===== src/hw/rtl/crr_pkg.sv =====
// shared constants, types and helper functions for the region recolor block
package crr_pkg;

  localparam int NumParts     = 7;
  localparam int ColorW       = 24;
  localparam int CfgIdxW      = 3;
  localparam int EndpointW    = 16;
  localparam int IndexW       = 32;
  localparam int CoordW       = 6;

  // register map
  localparam logic [CfgIdxW-1:0] RegPartEnable = 3'd7;

  // part codes
  localparam logic [2:0] Part0 = 3'd0;
  localparam logic [2:0] Part1 = 3'd1;
  localparam logic [2:0] Part2 = 3'd2;
  localparam logic [2:0] Part3 = 3'd3;
  localparam logic [2:0] Part4 = 3'd4;
  localparam logic [2:0] Part6 = 3'd6;

  // region bounds in pixels
  localparam logic [7:0] YLow      = 8'd160;
  localparam logic [7:0] YHigh     = 8'd208;
  localparam logic [7:0] XEast     = 8'd192;
  localparam logic [7:0] XMid      = 8'd128;
  localparam logic [7:0] XWest     = 8'd64;
  localparam logic [7:0] YTop      = 8'd64;
  localparam logic [7:0] YPart6    = 8'd100;
  localparam logic [9:0] SumFloor  = 10'd96;

  localparam logic [21:0] ScaleDiv = 22'd65025;

  typedef logic [NumParts-1:0][ColorW-1:0] part_colors_t;

  typedef struct packed {
    logic en1;
    logic en2;
    logic en3;
  } lane_ctrl_t;

  // floor(v*255/31) = 8v + floor(7v/31)
  function automatic logic [7:0] expand5(input logic [4:0] v);
    logic [7:0] n;
    logic [2:0] q0;
    logic [7:0] rem;
    n   = 8'(v) * 8'd7;
    q0  = n[7:5];
    rem = n - 8'(q0) * 8'd31;
    expand5 = {v, 3'b000} + 8'(q0) + ((rem >= 8'd31) ? 8'd1 : 8'd0);
  endfunction

  // floor(v*255/63) = 4v + floor(v/21)
  function automatic logic [7:0] expand6(input logic [5:0] v);
    logic [1:0] q;
    q = 2'((v >= 6'd21) ? 1 : 0) + 2'((v >= 6'd42) ? 1 : 0) + 2'((v == 6'd63) ? 1 : 0);
    expand6 = {v, 2'b00} + 8'(q);
  endfunction

  // floor(n/65025) for n below 4161600 (64 * 65025); n>>16 is short by at most one
  function automatic logic [5:0] div_scale(input logic [21:0] n);
    logic [5:0]  q0;
    logic [21:0] rem;
    q0  = n[21:16];
    rem = n - 22'(q0) * ScaleDiv;
    div_scale = q0 + ((rem >= ScaleDiv) ? 6'd1 : 6'd0);
  endfunction

endpackage


===== src/hw/rtl/crr_if.sv =====
// channel interfaces: input block, output block and configuration writes
interface crr_in_if import crr_pkg::*; ();
  logic                 valid;
  logic                 ready;
  logic [EndpointW-1:0] endpoint_a;
  logic [EndpointW-1:0] endpoint_b;
  logic [IndexW-1:0]    index_rows;
  logic [CoordW-1:0]    block_col;
  logic [CoordW-1:0]    block_row;
  modport source (output valid, endpoint_a, endpoint_b, index_rows, block_col, block_row,
                  input ready);
  modport sink   (input valid, endpoint_a, endpoint_b, index_rows, block_col, block_row,
                  output ready);
endinterface

interface crr_out_if import crr_pkg::*; ();
  logic                 valid;
  logic                 ready;
  logic [EndpointW-1:0] out_endpoint_a;
  logic [EndpointW-1:0] out_endpoint_b;
  logic [IndexW-1:0]    out_index_rows;
  modport source (output valid, out_endpoint_a, out_endpoint_b, out_index_rows, input ready);
  modport sink   (input valid, out_endpoint_a, out_endpoint_b, out_index_rows, output ready);
endinterface

interface crr_cfg_if import crr_pkg::*; ();
  logic               valid;
  logic               ready;
  logic [CfgIdxW-1:0] index;
  logic [ColorW-1:0]  data;
  modport source (output valid, index, data, input ready);
  modport sink   (input valid, index, data, output ready);
endinterface


===== src/hw/rtl/crr_lane.sv =====
// one endpoint lane: expand, classify, pick part, scale part colour by brightness
module crr_lane import crr_pkg::*; (
  input  logic                 clk,
  input  lane_ctrl_t           ctrl,
  input  logic [EndpointW-1:0] endpoint,
  input  logic [CoordW-1:0]    block_col,
  input  logic [CoordW-1:0]    block_row,
  input  part_colors_t         part_colors,
  input  logic [NumParts-1:0]  part_enable,
  output logic [EndpointW-1:0] tinted
);

  logic [7:0] r, g, b, x, y, light, rg_max;
  logic [8:0] r15, g15, b15;
  logic       red, blue, yellow;
  logic [9:0] sum;
  logic [2:0] part;
  logic       found;
  logic [ColorW-1:0] color;

  // stage 1 registers
  logic [EndpointW-1:0] v1;
  logic                 hit1;
  logic [7:0]           light1, pr1, pg1, pb1;
  // stage 2 registers
  logic [EndpointW-1:0] v2;
  logic                 hit2;
  logic [21:0]          nr2, ng2, nb2;

  logic [15:0] prod_r, prod_g, prod_b;
  logic [5:0]  qr, qg, qb;

  always_comb begin
    r   = expand5(endpoint[15:11]);
    g   = expand6(endpoint[10:5]);
    b   = expand5(endpoint[4:0]);
    r15 = 9'((10'(r) * 10'd3) >> 1);
    g15 = 9'((10'(g) * 10'd3) >> 1);
    b15 = 9'((10'(b) * 10'd3) >> 1);
    red    = (9'(r) > g15) && (9'(r) > b15);
    blue   = (9'(b) > r15) && (b > g);
    yellow = (9'(r) > b15) && (9'(g) > b15);
    sum    = 10'(r) + 10'(g) + 10'(b);
    x = {block_col, 2'b00};
    y = {block_row, 2'b00};
    part  = Part0;
    found = 1'b0;
    if (y >= YLow) begin
      if (x >= XEast) begin
        found = red;
        part  = Part0;
      end else if (x >= XMid) begin
        found = 1'b1;
        part  = Part3;
      end else if (x < XWest) begin
        found = 1'b1;
        part  = Part4;
      end else if (y < YHigh) begin
        found = 1'b1;
        part  = Part1;
      end
    end else if (x < XMid) begin
      if (blue) begin
        found = 1'b1;
        part  = Part2;
      end else if (y < YTop && red) begin
        found = 1'b1;
        part  = Part1;
      end
    end else if (x >= XEast && y >= YPart6) begin
      found = !yellow && (sum > SumFloor);
      part  = Part6;
    end
    rg_max = (r > g) ? r : g;
    light  = (b > rg_max) ? b : rg_max;
    color  = part_colors[part];
  end

  always_ff @(posedge clk) begin
    if (ctrl.en1) begin
      v1     <= endpoint;
      hit1   <= found && part_enable[part];
      light1 <= light;
      pr1    <= color[23:16];
      pg1    <= color[15:8];
      pb1    <= color[7:0];
    end
  end

  always_comb begin
    prod_r = 16'(pr1) * 16'(light1);
    prod_g = 16'(pg1) * 16'(light1);
    prod_b = 16'(pb1) * 16'(light1);
  end

  // times 31 and 63 as shift and subtract
  always_ff @(posedge clk) begin
    if (ctrl.en2) begin
      v2   <= v1;
      hit2 <= hit1;
      nr2  <= (22'(prod_r) << 5) - 22'(prod_r);
      ng2  <= (22'(prod_g) << 6) - 22'(prod_g);
      nb2  <= (22'(prod_b) << 5) - 22'(prod_b);
    end
  end

  always_comb begin
    qr = div_scale(nr2);
    qg = div_scale(ng2);
    qb = div_scale(nb2);
  end

  always_ff @(posedge clk) begin
    if (ctrl.en3) begin
      tinted <= hit2 ? {qr[4:0], qg, qb[4:0]} : v2;
    end
  end

endmodule


===== src/hw/rtl/crr_merge.sv =====
// merge of both lanes: reorder endpoints, separate equal ones in four-colour mode, remap indices on a swap
module crr_merge import crr_pkg::*; (
  input  logic                 clk,
  input  logic                 en,
  input  logic [EndpointW-1:0] tint_a,
  input  logic [EndpointW-1:0] tint_b,
  input  logic                 four,
  input  logic [IndexW-1:0]    index_rows,
  output logic [EndpointW-1:0] out_a,
  output logic [EndpointW-1:0] out_b,
  output logic [IndexW-1:0]    out_rows
);

  logic                 swap;
  logic [EndpointW-1:0] sa, sb, na, nb;
  logic [IndexW-1:0]    mapped;

  always_comb begin
    swap = four ? (tint_a < tint_b) : (tint_a > tint_b);
    sa   = swap ? tint_b : tint_a;
    sb   = swap ? tint_a : tint_b;
    na   = sa;
    nb   = sb;
    if (four && sa == sb) begin
      if (sa != {EndpointW{1'b1}}) na = sa + 1'b1;
      else                         nb = sb - 1'b1;
    end
    // three-colour mode leaves indices 2 and 3 alone
    for (int k = 0; k < IndexW / 2; k++) begin
      mapped[2*k+1] = index_rows[2*k+1];
      mapped[2*k]   = index_rows[2*k] ^ (four || !index_rows[2*k+1]);
    end
  end

  always_ff @(posedge clk) begin
    if (en) begin
      out_a    <= na;
      out_b    <= nb;
      out_rows <= swap ? mapped : index_rows;
    end
  end

endmodule


===== src/hw/rtl/compressed_block_region_recolor.sv =====
// top level of the compressed block region recolor pipeline
//
// blk_in carries one 4x4 sub-block per transfer: both RGB565 endpoints, the
// four index bytes and the sub-block column and row in the atlas. blk_out
// returns one result per input, in order: the recolored and reordered
// endpoints and the index bytes, remapped when the endpoints swapped.
// cfg writes the seven part colours (index 0 to 6) and the part enable mask
// (index 7); it is always ready and takes every write.
// an input transfer passes through three stages in each of the two endpoint
// lanes (expand and region pick, brightness multiply, divide correction) and
// then the merge register before its result is offered on blk_out.
// one sub-block is taken every cycle while blk_out drains.
// each stage holds when the stage after it is full and stalled, so a
// stalled receiver fills the four stages and then blk_in.ready drops;
// bubbles ahead of a stall are squeezed out.
// a synchronous rst empties the pipeline and clears all part colours and
// the enable mask.
module compressed_block_region_recolor import crr_pkg::*; (
  input  logic  clk,
  input  logic  rst,
  crr_in_if.sink    blk_in,
  crr_out_if.source blk_out,
  crr_cfg_if.sink   cfg
);

  part_colors_t        part_colors;
  logic [NumParts-1:0] part_enable;

  logic v1, v2, v3, v4;
  logic rdy1, rdy2, rdy3, rdy4;
  lane_ctrl_t ctrl;

  logic              four1, four2, four3;
  logic [IndexW-1:0] rows1, rows2, rows3;
  logic [EndpointW-1:0] tint_a, tint_b;

  assign cfg.ready = 1'b1;

  always_ff @(posedge clk) begin
    if (rst) begin
      part_colors <= '0;
      part_enable <= '0;
    end else if (cfg.valid) begin
      if (cfg.index == RegPartEnable) part_enable <= cfg.data[NumParts-1:0];
      else                            part_colors[cfg.index] <= cfg.data;
    end
  end

  always_comb begin
    rdy4 = !v4 || blk_out.ready;
    rdy3 = !v3 || rdy4;
    rdy2 = !v2 || rdy3;
    rdy1 = !v1 || rdy2;
    ctrl.en1 = rdy1;
    ctrl.en2 = rdy2;
    ctrl.en3 = rdy3;
  end

  assign blk_in.ready  = rdy1;
  assign blk_out.valid = v4;

  always_ff @(posedge clk) begin
    if (rst) begin
      v1 <= 1'b0;
      v2 <= 1'b0;
      v3 <= 1'b0;
      v4 <= 1'b0;
    end else begin
      if (rdy1) v1 <= blk_in.valid;
      if (rdy2) v2 <= v1;
      if (rdy3) v3 <= v2;
      if (rdy4) v4 <= v3;
    end
  end

  // mode and index bytes ride alongside the lanes
  always_ff @(posedge clk) begin
    if (rdy1) begin
      four1 <= blk_in.endpoint_a > blk_in.endpoint_b;
      rows1 <= blk_in.index_rows;
    end
    if (rdy2) begin
      four2 <= four1;
      rows2 <= rows1;
    end
    if (rdy3) begin
      four3 <= four2;
      rows3 <= rows2;
    end
  end

  crr_lane u_lane_a (
    .clk         (clk),
    .ctrl        (ctrl),
    .endpoint    (blk_in.endpoint_a),
    .block_col   (blk_in.block_col),
    .block_row   (blk_in.block_row),
    .part_colors (part_colors),
    .part_enable (part_enable),
    .tinted      (tint_a)
  );

  crr_lane u_lane_b (
    .clk         (clk),
    .ctrl        (ctrl),
    .endpoint    (blk_in.endpoint_b),
    .block_col   (blk_in.block_col),
    .block_row   (blk_in.block_row),
    .part_colors (part_colors),
    .part_enable (part_enable),
    .tinted      (tint_b)
  );

  crr_merge u_merge (
    .clk        (clk),
    .en         (rdy4),
    .tint_a     (tint_a),
    .tint_b     (tint_b),
    .four       (four3),
    .index_rows (rows3),
    .out_a      (blk_out.out_endpoint_a),
    .out_b      (blk_out.out_endpoint_b),
    .out_rows   (blk_out.out_index_rows)
  );

endmodule


===== src/flat_wrapper.sv =====
// flat-port wrapper written by rule: the top's interface ports become plain ports
module compressed_block_region_recolor_flat import crr_pkg::*;
  (clk, rst, blk_in_valid, blk_in_endpoint_a, blk_in_endpoint_b, blk_in_index_rows, blk_in_block_col, blk_in_block_row, blk_in_ready, blk_out_valid, blk_out_out_endpoint_a, blk_out_out_endpoint_b, blk_out_out_index_rows, blk_out_ready, cfg_valid, cfg_index, cfg_data, cfg_ready);
  crr_in_if blk_in_i ();
  crr_out_if blk_out_i ();
  crr_cfg_if cfg_i ();
  input  logic clk;
  input  logic rst;
  input wire logic [$bits(blk_in_i.valid)-1:0] blk_in_valid;
  input wire logic [$bits(blk_in_i.endpoint_a)-1:0] blk_in_endpoint_a;
  input wire logic [$bits(blk_in_i.endpoint_b)-1:0] blk_in_endpoint_b;
  input wire logic [$bits(blk_in_i.index_rows)-1:0] blk_in_index_rows;
  input wire logic [$bits(blk_in_i.block_col)-1:0] blk_in_block_col;
  input wire logic [$bits(blk_in_i.block_row)-1:0] blk_in_block_row;
  output wire logic [$bits(blk_in_i.ready)-1:0] blk_in_ready;
  output wire logic [$bits(blk_out_i.valid)-1:0] blk_out_valid;
  output wire logic [$bits(blk_out_i.out_endpoint_a)-1:0] blk_out_out_endpoint_a;
  output wire logic [$bits(blk_out_i.out_endpoint_b)-1:0] blk_out_out_endpoint_b;
  output wire logic [$bits(blk_out_i.out_index_rows)-1:0] blk_out_out_index_rows;
  input wire logic [$bits(blk_out_i.ready)-1:0] blk_out_ready;
  input wire logic [$bits(cfg_i.valid)-1:0] cfg_valid;
  input wire logic [$bits(cfg_i.index)-1:0] cfg_index;
  input wire logic [$bits(cfg_i.data)-1:0] cfg_data;
  output wire logic [$bits(cfg_i.ready)-1:0] cfg_ready;
  assign blk_in_i.valid = blk_in_valid;
  assign blk_in_i.endpoint_a = blk_in_endpoint_a;
  assign blk_in_i.endpoint_b = blk_in_endpoint_b;
  assign blk_in_i.index_rows = blk_in_index_rows;
  assign blk_in_i.block_col = blk_in_block_col;
  assign blk_in_i.block_row = blk_in_block_row;
  assign blk_in_ready = blk_in_i.ready;
  assign blk_out_valid = blk_out_i.valid;
  assign blk_out_out_endpoint_a = blk_out_i.out_endpoint_a;
  assign blk_out_out_endpoint_b = blk_out_i.out_endpoint_b;
  assign blk_out_out_index_rows = blk_out_i.out_index_rows;
  assign blk_out_i.ready = blk_out_ready;
  assign cfg_i.valid = cfg_valid;
  assign cfg_i.index = cfg_index;
  assign cfg_i.data = cfg_data;
  assign cfg_ready = cfg_i.ready;
  compressed_block_region_recolor u_core (.clk(clk), .rst(rst), .blk_in(blk_in_i), .blk_out(blk_out_i), .cfg(cfg_i));
endmodule

===== config.mk =====
export PLATFORM = sky130hd
export DESIGN_NAME = compressed_block_region_recolor_flat
export DESIGN_NICKNAME = d
export VERILOG_FILES = /design/src/hw/rtl/crr_pkg.sv /design/src/hw/rtl/crr_if.sv /design/src/hw/rtl/crr_lane.sv /design/src/hw/rtl/crr_merge.sv /design/src/hw/rtl/compressed_block_region_recolor.sv /design/src/flat_wrapper.sv
export SDC_FILE = /design/constraint.sdc
export NUM_CORES = 2
export LEC_CHECK = 0
export BUFFER_PORTS_ARGS = -buffer_cell sky130_fd_sc_hd__buf_2
export CAP_MARGIN = 20
export CELL_PAD_IN_SITES_DETAIL_PLACEMENT = 0
export CELL_PAD_IN_SITES_GLOBAL_PLACEMENT = 1
export CORE_ASPECT_RATIO = 0.75
export CORE_UTILIZATION = 55
export DETAILED_ROUTE_END_ITERATION = 10
export PLACE_DENSITY_LB_ADDON = 0.1
export SKIP_LAST_GASP = 1
export SYNTH_ARGS = -nofsm -noshare
export SYNTH_HDL_FRONTEND = slang
export SYNTH_SLANG_ARGS = --single-unit
export TNS_END_PERCENT = 20

===== constraint.sdc =====
create_clock -name clk -period 20.9 [get_ports clk]
set_clock_uncertainty 0.15 [all_clocks]
set_input_delay 3.135 -clock clk [delete_from_list [all_inputs] [get_ports clk]]
set_output_delay 3.135 -clock clk [all_outputs]
set_load 0.1 [all_outputs]

# == After elaboration in Yosys (flattened, before gate mapping) ==
# Index checks and enable logic that the tools add are counted.
# totals
ff_bits,638
inputBits,108
out_inout_bits,67
wordCells,308
# op_classes
n_addsub,42
n_mul,26
n_lt_le_gt_ge,45
eq_ne,5
mux,69
bitwise,17
reduce_logical,59
# ops
operator,count
$bwmux W168,1
$bmux W24 S3,2
$ge A22 B16 Y1 const B,6
$mul A6 B16 Y22 const B,6
$sub A22 B22 Y22,6
$mux W16,8
$mul A8 B8 Y16,6
$sub A21 B16 Y22,4
$demux W24 S3,1
$gt A8 B9 Y1,8
$mux W24,3
$mul A8 B2 Y10 const B,6
$gt A8 B8 Y1,6
$sub A22 B16 Y22,2
$mux W1,37
$add A8 B1 Y8,4
$add A8 B3 Y8,4
$ge A8 B5 Y1 const B,4
$gt A16 B16 Y1,2
$mul A3 B5 Y8 const B,4
$mul A5 B3 Y8 const B,4
$mux W8,4
$sub A8 B8 Y8,4
$mux W31,1
other kinds (32),130

# == Logic depth before layout (Yosys ltp) ==
# depth
word_depth,17
mapped_depth,48
mapped_depth_nobuf,45

# == Hierarchy ==
# Synthesis repeated with hierarchy kept, for this count alone.
# hier_totals
cells_unflattened,6867
hier_area_um2,64077.7
# modules_own_cells
mod,n_inst,cells_per_inst,area_each_um2,seq_area_each_um2
crr_lane (u_core.u_lane_b),1,2734,25120.3,4444.3
crr_lane (u_core.u_lane_a),1,2760,24917.6,4444.3
compressed_block_region_recolor,1,957,9645.5,6556.3
crr_merge,1,416,4394.2,1921.8

# == Worst setup path after synthesis ==
# OpenSTA, ideal clock, no wires.
# synth_path
path_type,input-to-reg
start,input blk_in_endpoint_b[12]
end,register u_core.u_lane_b.pb1[3] (data pin)
setup_time_ns,0.269
arrival_ns,11.719
t_required_ns,20.481
setup_slack_ns,8.762
path_stages,43
path_buffers,1
cell_sequence,fa_1 ha_1 a21o_1 a21oi_1 nor2b_1 o21a_1 nor2_1 inv_1 fa_1 fa_1 inv_1 ha_1 o21ai_0 nand2b_1 a21o_1 a21oi_1 mux2i_1 a21oi_1 (+7 left out) o21bai_1 a21oi_1 inv_1 a21oi_1 nor2_1 nor2_1 xnor2_1 ha_1 o21bai_1 a2111oi_0 nand2_1 a221o_1 o211ai_1 or3b_1 o31ai_4 nor2_2 buf_4 a221oi_2
# synth_via
elab_chain_cells,15
word_cells_on_any_way,20
cone_classes,add/sub (3); mul (3); order compare (4); mux (7); reduce/logical (3)
# synth_rtl
item,line,text
"start, declared",flat_wrapper.sv:11,input wire logic [$bits(blk_in_i.endpoint_b)-1:0] blk_in_endpoint_b;
$mul A5 B3 Y8,crr_pkg.sv:47,n = 8'(v) * 8'd7;
$mul A3 B5 Y8,crr_pkg.sv:49,rem = n - 8'(q0) * 8'd31;
$sub A8 B8 Y8,crr_pkg.sv:49,
$ge A8 B5 Y1,crr_pkg.sv:50,"expand5 = {v, 3'b000} + 8'(q0) + ((rem >= 8'd31) ? 8'd1 : 8'd0);"
$mux W1,crr_pkg.sv:50,
$add A8 B1 Y8 *,crr_pkg.sv:50,
branches (longest 4 deep; another with $mul A8 B2 Y10),n/a,
$mux W2 *,crr_lane.sv:63,if (blue) begin
$mux W3 *,crr_lane.sv:62,end else if (x < XMid) begin
$mux W3 *,crr_lane.sv:48,if (y >= YLow) begin
$bmux W24 S3 *,crr_lane.sv:76,color = part_colors[part];
$mux W24 (implied by the code) *,crr_lane.sv:76,
named net u_core.u_lane_b.color[3],crr_lane.sv:19,logic [ColorW-1:0] color;
"end signal, assigned",crr_lane.sv:86,pb1 <= color[7:0];
"end, declared",crr_lane.sv:24,"logic [7:0] light1, pr1, pg1, pb1;"
# Mark *: on every way through the listed nets, which the timed path passes. The select of a mux whose other input is x is not followed.
# A chain may end at the register's enable or synchronous reset.

# == Final worst setup path ==
# layout_path
start,input blk_in_endpoint_b[13]
end,register u_core.u_lane_b.pb1[1] (data pin)
# The elaborated chain is that of the path after synthesis.

==> flow_summary.ini <==
[worst_setup_path]
critical_path_depth = 45
slowest_stage = xnor2_1
worst-setup-path-type = primary input to register
crit_family = compound AO/OA/AOI/OAI gates
critPathRequiredTime_ns = 21.12
reg2reg_from = u_core.u_lane_b.light1[2]
startpoint_type = primary input
cp-end-kind = register
crit_arrival_ns = 14.60
reg2reg_to = u_core.u_lane_b.ng2[21]
path_max_fanout = 26
r2r_slack_ns = 13.85
ff2ff_path_depth = 25
cp_num_buf_inv = 6
slowest_delay_ns = 0.82

[timing]
final-max-slew-violation-count = 0
rsz0062_at_grt = false
fmax_mhz = 69.5
period_share = 0.688
finalHoldViolCount = 0
slew_headroom = 0.233
tightest_slew_ns = 1.15
fin_tns_setup_ns = 0
fin_crit_ns = 14.38
setup_viol = 0

[logic_synthesis]
yosys.area_share.simple = 0.126
synth_seq_area_share = 0.273
synth.net_count = 7844
ys_ff_latch = 613
synth_edf_count = 459
synthMuxAreaShare = 0.0350
synthCells = 6444
yosys_warnings = 0
yosysTopAreaCell = edfxtp_1
synth-adder-area-share = 0.313
synthXorXnorAreaFrac = 0.0627
synth.distinct_cells = 100
synth_top_family_by_area = adder cells
synth.top_cell.area_share = 0.223
synth.avg_cell_area_um2 = 9.57
syn_area_um2 = 61700
synth_compound_area_frac = 0.121
netlist_top_cells_area = edfxtp_1 22%, ha_1 18%, fa_1 13%, inv_1 5.7%, dfxtp_1 5.0%
synthArstFlopShare = 0
synth_flop_cell = edfxtp_1

[clock_tree]
cts_resized = 0
clock_tree.buffer_depth = 3
htreeDepth = 3
cts_num_sinks = 613
post_cts.repair.setup_buffers = 0
cts_buffers = 67
cts_tree = done
cts.clk_slew.worst_paths_ns = 0.06
root_buffer = clkbuf_16
clk_latency_ns = 0.66
cts_hold_buf = 0

[floorplan]
initial_utilization = 0.560
rows = 105
core_area_um2 = 110000
die_w_um = 389
fp.dieH_um = 292
ios = 175
fp.dieArea_um2 = 114000

[global_routing]
grt_pass1_vias = 43100
grt_overflow = 0
track_usage = 0.268
antenna_found_initial = 12
grt_first_pass_wirelength_um = 240000
grt_max_degree = 129

[job]
cap_violations = 0

[layout]
final_common_cell = inv_1
seq_area_um2 = 16900
drive_gt1_frac = 0.0705
fillers = 9458
nets = 7971
final_cell_mix = 939 x inv_1, 879 x ha_1, 661 x nand2_1
multi_input_area_um2 = 40600
area_delta_synth_final_pct = 7.74

[placed_design]
hpwl_um = 117000
place_congestion = 0.899
port_buffers = 169

[drt]
drc = 0
drt_iter0_drc = 2972
drt-vias-per-instance = 5.54
ant_nets = 0
wl_um = 151000
drt-wirelength-per-cell_um = 18.7
drtPass1Iterations = 6
vias = 44700

[hold_path]
hold_path_class = register to register
hold-path-cell-count = 0
hold_start = u_core.rows2[5]
hold_end = u_core.rows3[5]

[run_status]
status = finished clean
==> logic make-up after synthesis <==
logic type      Yosys count
fa+ha+maj              1296
xor+xnor                436
other cells               1
compound gates         1154
buf+inv                1104
mux                     209
simple gates           1631
flops                   613
==> sequential cells by signal, summed over array words and instances, names as in the netlist, 16 cells and up <==
name                     cells
u_core.part_colors         144
u_core.rows1                32
u_core.rows2                32
u_core.rows3                32
u_core.u_merge.out_rows     32
u_core.u_lane_a.nb2         22
u_core.u_lane_a.ng2         22
u_core.u_lane_a.nr2         22
u_core.u_lane_b.nb2         22
u_core.u_lane_b.ng2         22
u_core.u_lane_b.nr2         22
u_core.u_lane_a.tinted      16
u_core.u_lane_a.v1          16
u_core.u_lane_a.v2          16
u_core.u_lane_b.tinted      16
u_core.u_lane_b.v1          16
u_core.u_lane_b.v2          16
u_core.u_merge.out_a        16
u_core.u_merge.out_b        16
==> worst register-to-register path: cells and delay by family (launching register included) <==
kind / cells / cell delay [ns]
adder cells (fa/ha/maj): 6 / 2.61
AO/OA/AOI/OAI: 9 / 1.41
AND/OR/NAND/NOR: 4 / 0.89
flip-flops: 1 / 0.80
XOR/XNOR: 2 / 0.61
buffers and inverters: 4 / 0.34
==> final cells by class <==
| cell class | count | share of cell area |
|---|---|---|
| antenna | 4 | 0.000151 |
| multi-input combinational | 4727 | 0.612 |
| clock buffer | 82 | 0.0275 |
| timing repair buffer | 211 | 0.0175 |
| clock inverter | 36 | 0.00847 |
| inverter | 951 | 0.0539 |
| sequential | 613 | 0.254 |
| tap | 1444 | 0.0272 |
==> cell usage after synthesis, types with 8 or more instances <==
cell	count
xor2_1	141
nand3b_1	12
nand4_1	31
a211oi_1	40
nor3_1	94
buf_2	16
nor2b_1	67
o21ai_0	179
clkbuf_1	107
buf_1	13
inv_2	8
o2111ai_1	8
a21boi_0	18
o21bai_1	73
a2111oi_0	13
a21oi_1	448
a221oi_2	18
a31oi_1	26
a221oi_1	8
mux2i_1	155
ha_1	879
nand2_1	663
nand3_1	77
nor2_1	287
or3_1	18
nand2b_1	60
and3_1	29
a21o_1	85
or2_2	12
dfxtp_1	154
a211oi_2	17
fa_1	413
o211ai_1	11
o31ai_1	10
inv_1	941
mux2_2	53
a41oi_1	9
o21a_1	92
nor3b_1	26
xnor2_1	291
and2_1	201
edfxtp_1	459
nor4_1	18
==> how the worst max path moves through the flow <==
stage	endpoint	slack, ns	from
floorplan	u_core.u_lane_b.pb1[3]	8.76	blk_in_endpoint_b[12]
global placement	u_core.u_lane_b.pg1[3]	6.02	blk_in_endpoint_b[13]
detailed placement	u_core.u_lane_b.pr1[4]	5.91	blk_in_endpoint_b[13]
CTS	u_core.u_lane_b.pb1[1]	6.60	blk_in_endpoint_b[13]
global route	u_core.u_lane_b.pb1[1]	5.67	blk_in_endpoint_b[14]
finish	u_core.u_lane_b.pb1[1]	6.52	blk_in_endpoint_b[13]
==> per-stage QoR <==
| stage | utilization | instance area, µm² | hold WS [ns] | worst slack, ns | instances |
|---|---|---|---|---|---|
| 6_report | 0.603 | 66500 | 0.263 | 6.52 | 8068 |
| 5_1_grt | 0.603 | 66400 | 0.271 | 5.67 | 8065 |
| 4_1_cts | 0.603 | 66400 | 0.265 | 6.60 | 8064 |
| 3_5_place_dp | 0.581 | 64100 | 0.255 | 5.91 | 7946 |
| 3_3_place_gp | 0.581 | 64100 | 0.250 | 6.02 | 7946 |
| 2_1_floorplan | - | 61700 | 0.250 | 8.76 | 6444 |
==> metal layers <==
| layer | GRT usage | routed length [µm] | up-vias |
|---|---|---|---|
| met3 | 0.0476 | 11400 | 140 |
| met5 | 0.00803 | 138 | - |
| met1 | 0.417 | 75400 | 21300 |
| met2 | 0.381 | 60500 | 1216 |
| met4 | 0.0667 | 3420 | 4 |
| li1 | - | - | 22100 |
Power is left out: the tool's default activity adds up to more than one toggle a clock period on the data nets, which glitch-free logic cannot reach.
